--- src/rtl/zcr_pkg.sv ---
package zcr_pkg;

	localparam int DEF_CANVAS_WIDTH  = 64;
	localparam int DEF_CANVAS_HEIGHT = 64;
	localparam int DEF_FRAME_COUNT   = 8;
	localparam int DEF_PALETTE_DEPTH = 256;

	localparam int IN_DATA_W  = 64;
	localparam int OUT_DATA_W = 72;

	localparam logic [1:0] CMD_WR_PIX = 2'd0;
	localparam logic [1:0] CMD_RD_PIX = 2'd1;
	localparam logic [1:0] CMD_RENDER = 2'd2;
	localparam logic [1:0] CMD_WR_PAL = 2'd3;

	localparam logic [1:0] KIND_ACK   = 2'd0;
	localparam logic [1:0] KIND_READ  = 2'd1;
	localparam logic [1:0] KIND_RECT  = 2'd2;
	localparam logic [1:0] KIND_EMPTY = 2'd3;

	localparam logic [2:0] CFG_ORIGIN_X    = 3'd0;
	localparam logic [2:0] CFG_ORIGIN_Y    = 3'd1;
	localparam logic [2:0] CFG_VIEW_WIDTH  = 3'd2;
	localparam logic [2:0] CFG_VIEW_HEIGHT = 3'd3;
	localparam logic [2:0] CFG_ZOOM_SIZE   = 3'd4;
	localparam logic [2:0] CFG_GRID_ON     = 3'd5;
	localparam logic [2:0] CFG_TRANSPARENT = 3'd6;
	localparam logic [2:0] CFG_FRAME_SEL   = 3'd7;

	typedef struct packed {
		logic [12:0] origin_x;
		logic [12:0] origin_y;
		logic [11:0] view_width;
		logic [11:0] view_height;
		logic [5:0]  zoom_size;
		logic        grid_on;
		logic [8:0]  transparent_index;
		logic [2:0]  frame_select;
	} cfg_t;

	typedef enum logic [2:0] {
		PUSH_NONE,
		PUSH_PEND,
		PUSH_PEND_LAST,
		PUSH_EMPTY,
		PUSH_SINGLE
	} push_t;

	typedef struct packed {
		logic       load_in;
		logic       clear_en;
		logic       wr_pix;
		logic       wr_pal;
		logic       rd_pix;
		logic       div_start;
		logic [1:0] div_sel;
		logic       win_load;
		logic       col_rd;
		logic       pal_rd;
		logic       col_inc;
		logic       pend_load;
		push_t      push;
	} ctrl_t;

	typedef struct packed {
		logic       clear_done;
		logic [1:0] cmd;
		logic       div_done;
		logic       win_empty;
		logic       col_last;
		logic       pix_transparent;
		logic       pend_valid;
		logic       out_free;
	} stat_t;

	typedef enum logic [3:0] {
		ST_CLEAR,
		ST_IDLE,
		ST_WR,
		ST_RD,
		ST_RESP,
		ST_DIV,
		ST_DIVW,
		ST_WIN,
		ST_PIX,
		ST_PAL,
		ST_EMIT,
		ST_END
	} state_t;

endpackage

--- src/rtl/zcr_ctrl.sv ---
module zcr_ctrl (
	input  logic           clk,
	input  logic           arst_n,
	input  logic           in_valid,
	input  logic [1:0]     in_user,
	output logic           in_ready,
	input  zcr_pkg::stat_t stat,
	output zcr_pkg::ctrl_t ctl
);
	import zcr_pkg::*;

	state_t     state_q, state_d;
	logic [1:0] div_sel_q;

	always_ff @(posedge clk or negedge arst_n) begin
		if (!arst_n) begin
			state_q   <= ST_CLEAR;
			div_sel_q <= '0;
		end else begin
			state_q <= state_d;
			if (state_q == ST_DIVW && stat.div_done) div_sel_q <= div_sel_q + 1'b1;
		end
	end

	always_comb begin
		state_d     = state_q;
		in_ready    = 1'b0;
		ctl         = '0;
		ctl.push    = PUSH_NONE;
		ctl.div_sel = div_sel_q;
		case (state_q)
			ST_CLEAR: begin
				ctl.clear_en = 1'b1;
				if (stat.clear_done) state_d = ST_IDLE;
			end
			ST_IDLE: begin
				in_ready = 1'b1;
				if (in_valid) begin
					ctl.load_in = 1'b1;
					case (in_user)
						CMD_RD_PIX: state_d = ST_RD;
						CMD_RENDER: state_d = ST_DIV;
						default:    state_d = ST_WR;
					endcase
				end
			end
			ST_WR: begin
				if (stat.cmd == CMD_WR_PAL) ctl.wr_pal = 1'b1;
				else ctl.wr_pix = 1'b1;
				state_d = ST_RESP;
			end
			ST_RD: begin
				ctl.rd_pix = 1'b1;
				state_d    = ST_RESP;
			end
			ST_RESP: begin
				if (stat.out_free) begin
					ctl.push = PUSH_SINGLE;
					state_d  = ST_IDLE;
				end
			end
			ST_DIV: begin
				ctl.div_start = 1'b1;
				state_d       = ST_DIVW;
			end
			ST_DIVW: begin
				if (stat.div_done) state_d = (div_sel_q == 2'd3) ? ST_WIN : ST_DIV;
			end
			ST_WIN: begin
				ctl.win_load = 1'b1;
				state_d      = stat.win_empty ? ST_END : ST_PIX;
			end
			ST_PIX: begin
				ctl.col_rd = 1'b1;
				state_d    = ST_PAL;
			end
			ST_PAL: begin
				if (stat.pix_transparent) begin
					ctl.col_inc = 1'b1;
					state_d     = stat.col_last ? ST_END : ST_PIX;
				end else begin
					ctl.pal_rd = 1'b1;
					state_d    = ST_EMIT;
				end
			end
			ST_EMIT: begin
				if (!stat.pend_valid || stat.out_free) begin
					if (stat.pend_valid) ctl.push = PUSH_PEND;
					ctl.pend_load = 1'b1;
					ctl.col_inc   = 1'b1;
					state_d       = stat.col_last ? ST_END : ST_PIX;
				end
			end
			ST_END: begin
				if (stat.out_free) begin
					ctl.push = stat.pend_valid ? PUSH_PEND_LAST : PUSH_EMPTY;
					state_d  = ST_IDLE;
				end
			end
			default: state_d = ST_IDLE;
		endcase
	end
endmodule

--- config.mk ---
export PLATFORM = sky130hd
export DESIGN_NAME = zcr_ctrl
export DESIGN_NICKNAME = d
export VERILOG_FILES = /design/src/rtl/zcr_pkg.sv /design/src/rtl/zcr_ctrl.sv
export SDC_FILE = /design/constraint.sdc
export NUM_CORES = 1
export LEC_CHECK = 0
export ABC_CLOCK_PERIOD_IN_PS = 2000
export BUFFER_PORTS_ARGS = -buffer_cell sky130_fd_sc_hd__buf_2
export CORE_MARGIN = 2
export CORE_UTILIZATION = 28
export CTS_CLUSTER_SIZE = 28
export DETAILED_ROUTE_END_ITERATION = 12
export PLACE_DENSITY = 0.49
export SYNTH_ARGS = -nofsm -noshare
export SYNTH_HDL_FRONTEND = slang
export SYNTH_SLANG_ARGS = --single-unit
--- constraint.sdc ---
create_clock -name clk -period 2 [get_ports clk]
set_input_delay 0.2 -clock clk [delete_from_list [all_inputs] [get_ports clk]]
set_output_delay 0.2 -clock clk [all_outputs]
set_load 0.01 [all_outputs]
==> impl_metrics.csv <==
group,metric,value,unit
status,status,"complete, no violations",
route,vias_per_cell,5.51,
place,dp_hpwl,1570,µm
worst_setup_path,worst-r2r-setup-slack,0.18,ns
place,dp.cells,143,
floorplanning,pin_count,31,
synthesis,synth.net_count,103,
timing,fmax,542,MHz
timing,final.setup.tns,0,ns
place,place.port_buffers,30,
worst_setup_path,crit_end,"ctl[4]",
worst_setup_path,cp_cell_sequence,"nand2b_1 > nor3_1 > a41o_1 > buf_2",
synthesis,synth_area_leaders,"dfrtp_1 21%, ha_1 5.2%, nor3_1 4.9%",
power_and_ir_drop,p_leak,0.441,nW
power_and_ir_drop,clockPowerShare,9.3,%
synthesis,yosysSeqAreaShare,20.8,%
floorplanning,fp.coreArea,2450,µm²
cells_and_area,final_cell_mix,"30 x buf_2, 7 x nor3_1, 6 x nor2_1, 6 x dfrtp_1",
power_and_ir_drop,switchingPower,0.609,mW
job,drv_cap,0,
synthesis,synth_area_leader_cell,"dfrtp_1",
timing,finalSetupViolations,0,
timing,slew_viol_final,0,
floorplanning,row_count,18,
worst_setup_path,crit_fanout,9,
power_and_ir_drop,p_sw_share,48.7,%
clock_tree,numCtsBuffers,3,
worst_setup_path,critPathMaxStageDelay,0.50,ns
worst_setup_path,startpoint,"state_q[0]",
cells_and_area,area_growth,29.3,%
route,wl,2020,µm
route,avgRoutedWirePerCell,13.8,µm
route,first_iter_violations,12,
power_and_ir_drop,pwr-share-seq,23.3,%
clock_tree,cts-root-buf,"clkbuf_4",
clock_tree,cts_sinks,6,
timing,slew_headroom,73.1,%
synthesis,syn_avg_cell_area,8.38,µm²
timing,post-route-period-util,92.2,%
worst_setup_path,worstSetupStartpointType,"flip-flop",
cells_and_area,fin_nets,136,
floorplanning,fp.dieW,54.7,µm
cells_and_area,drive_gt1_share,38.5,%
clock_tree,tritoncts,"done",
synthesis,synth_cells,86,
worst_setup_path,crit_type,"reg -> out",
cells_and_area,final_cells,147,
power_and_ir_drop,peakVddDrop,0.438,mV
worst_setup_path,cp-end-kind,"primary output",
global_routing,grt_first_pass_wirelength,3200,µm
global_routing,grt-ovfl-total,0,
global_routing,grt_pass1_vias,687,
synthesis,synthDistinctLibCells,43,
worst_setup_path,timing.rr.start,"state_q[0]",
worst_setup_path,reg2reg_to,"state_q[0]",
cells_and_area,layout_commonest_cell,"buf_2",
worst_setup_path,worstPathArrival,1.64,ns
clock_tree,clk_pin_slew_worst_paths,0.05,ns
synthesis,synth_top_area_share,20.8,%
floorplanning,initial_core_util,29.4,%
synthesis,synth_edf_count,0,
route,antenna_left,0,
synthesis,synthArstFlopShare,100,%
timing,layout_min_cycle_time,1.84,ns
clock_tree,htreeDepth,1,
global_routing,grtUsageTotal,15.0,%
route,drcViolationCount,0,
floorplanning,dieArea,3000,µm²
timing,worst_slew_pin_slew,0.394,ns
route,drt-pass1-iter-count,4,
clock_tree,clock_latency,0.24,ns
place,gp_congestion,0.822,
timing,hold_viol_final,0,
clock_tree,clock_path_buffers,2,
hold_path,hp-class,"in -> reg",
timing,rsz0062_at_grt,"no",
timing,clock_skew,0.00345,ns
cells_and_area,n_antenna_cell,0,
global_routing,antenna_found_initial,0,
worst_setup_path,r2r_cells,4,
worst_setup_path,cp.required,1.80,ns
global_routing,grt_max_degree,14,
synthesis,yosys_warnings,0,
worst_setup_path,cp_slowest_cell,"dfrtp_1",
floorplanning,die_h,54.7,µm
synthesis,synth-main-ff-cell,"dfrtp_1",
synthesis,ys_ff_latch,6,
hold_path,min_path_cells,3,
power_and_ir_drop,p_per_area,1340,nW/µm²
power_and_ir_drop,power.internal,0.641,mW
synthesis,netlist_area,721,µm²
route,dr_total_vias,810,
power_and_ir_drop,pwr-share-comb,67.4,%
==> worst min-delay path by stage <==
| stage | start | end | slack, ns |
|---|---|---|---|
| global placement | arst_n | div_sel_q[1] | 0.04 |
| floorplan | arst_n | div_sel_q[0] | -0.1 |
| finish | stat[5] | div_sel_q[0] | 0.28 |
| detailed placement | arst_n | div_sel_q[0] | 0.04 |
| global route | stat[5] | div_sel_q[0] | 0.31 |
| CTS | stat[5] | div_sel_q[0] | 0.28 |
==> logic make-up after synthesis <==
kind of cell | Yosys count | share of synthesized area [%]
adder cells (fa/ha/maj) | 3 | 5.21
flip-flops | 6 | 20.8
AND/OR/NAND/NOR | 40 | 33.0
buffers and inverters | 11 | 7.47
AO/OA/AOI/OAI | 21 | 26.6
multiplexers | 3 | 4.51
XOR/XNOR | 2 | 2.43
==> flip-flops by register name (all words and copies together), names as in the netlist <==
signal	cells
state_q	4
div_sel_q	2
==> Yosys cell counts (2+ instances only) <==
cell type	number
nor4_1	4
nand4_1	2
xnor2_1	2
inv_1	4
nor2_1	6
a21oi_1	2
nor2b_1	4
ha_1	3
nand2b_1	4
buf_2	4
nor3_1	7
or3_1	2
dfrtp_1	6
nand2_1	4
clkbuf_1	2
o22ai_1	3
==> worst max-delay path: cells and delay by family, from the launching register on <==
family / cells / cell delay [ns]
DFF: 1 / 0.50
buffers and inverters: 1 / 0.12
and+or+nand+nor: 2 / 0.66
AOI/OAI and AO/OA: 1 / 0.12
==> layout make-up <==
class | count | area (µm²)
multi-input cells | 69 | 517
repair buffers | 35 | 190
clock buffers | 3 | 22.5
inverters | 4 | 15.0
fillers | 255 | 1520
well taps | 30 | 37.5
flip-flops and latches | 6 | 150
==> per-stage QoR <==
step / util (%) / hold WS [ns] / setup WS (ns) / total power [mW] / cell area [µm²]
6_report: 38.0 / 0.281 / 0.156 / 1.25 / 932
5_1_grt: 38.0 / 0.307 / 0.0279 / 1.37 / 932
4_1_cts: 38.0 / 0.282 / 0.127 / 1.26 / 932
3_5_place_dp: 36.6 / 0.0390 / 0.169 / 1.13 / 900
3_3_place_gp: 36.6 / 0.0362 / 0.154 / 1.14 / 900
2_1_floorplan: - / -0.0956 / 0.472 / 0.901 / 721
==> routing by layer <==
metal  share of wire [%]  track usage [%]  up-vias  wire [µm]
met5                   0                0        -          0
met4                0.94             5.00        0         19
met3                 5.6             3.28        2        113
met2                  47             23.8       21        960
met1                  46             19.8      389        928
li1                    -                -      398          -
==> power groups by stage <==
stage          combinational, mW  sequential [mW]  clock, mW
2_1_floorplan              0.668            0.233          0
3_3_place_gp               0.846            0.292          0
3_5_place_dp               0.843            0.291          0
4_1_cts                    0.850            0.290      0.123
5_1_grt                    0.937            0.305      0.132
6_report                   0.842            0.291      0.116
==> timing repair <==
| action | CTS | global route |
|---|---|---|
| hold buffers | 1 | 0 |
| buffers inserted | 0 | 0 |
| endpoints found under the hold margin | 6 | 0 |
| resized for setup | 0 | 0 |
Power figures use the tool's default switching activity.
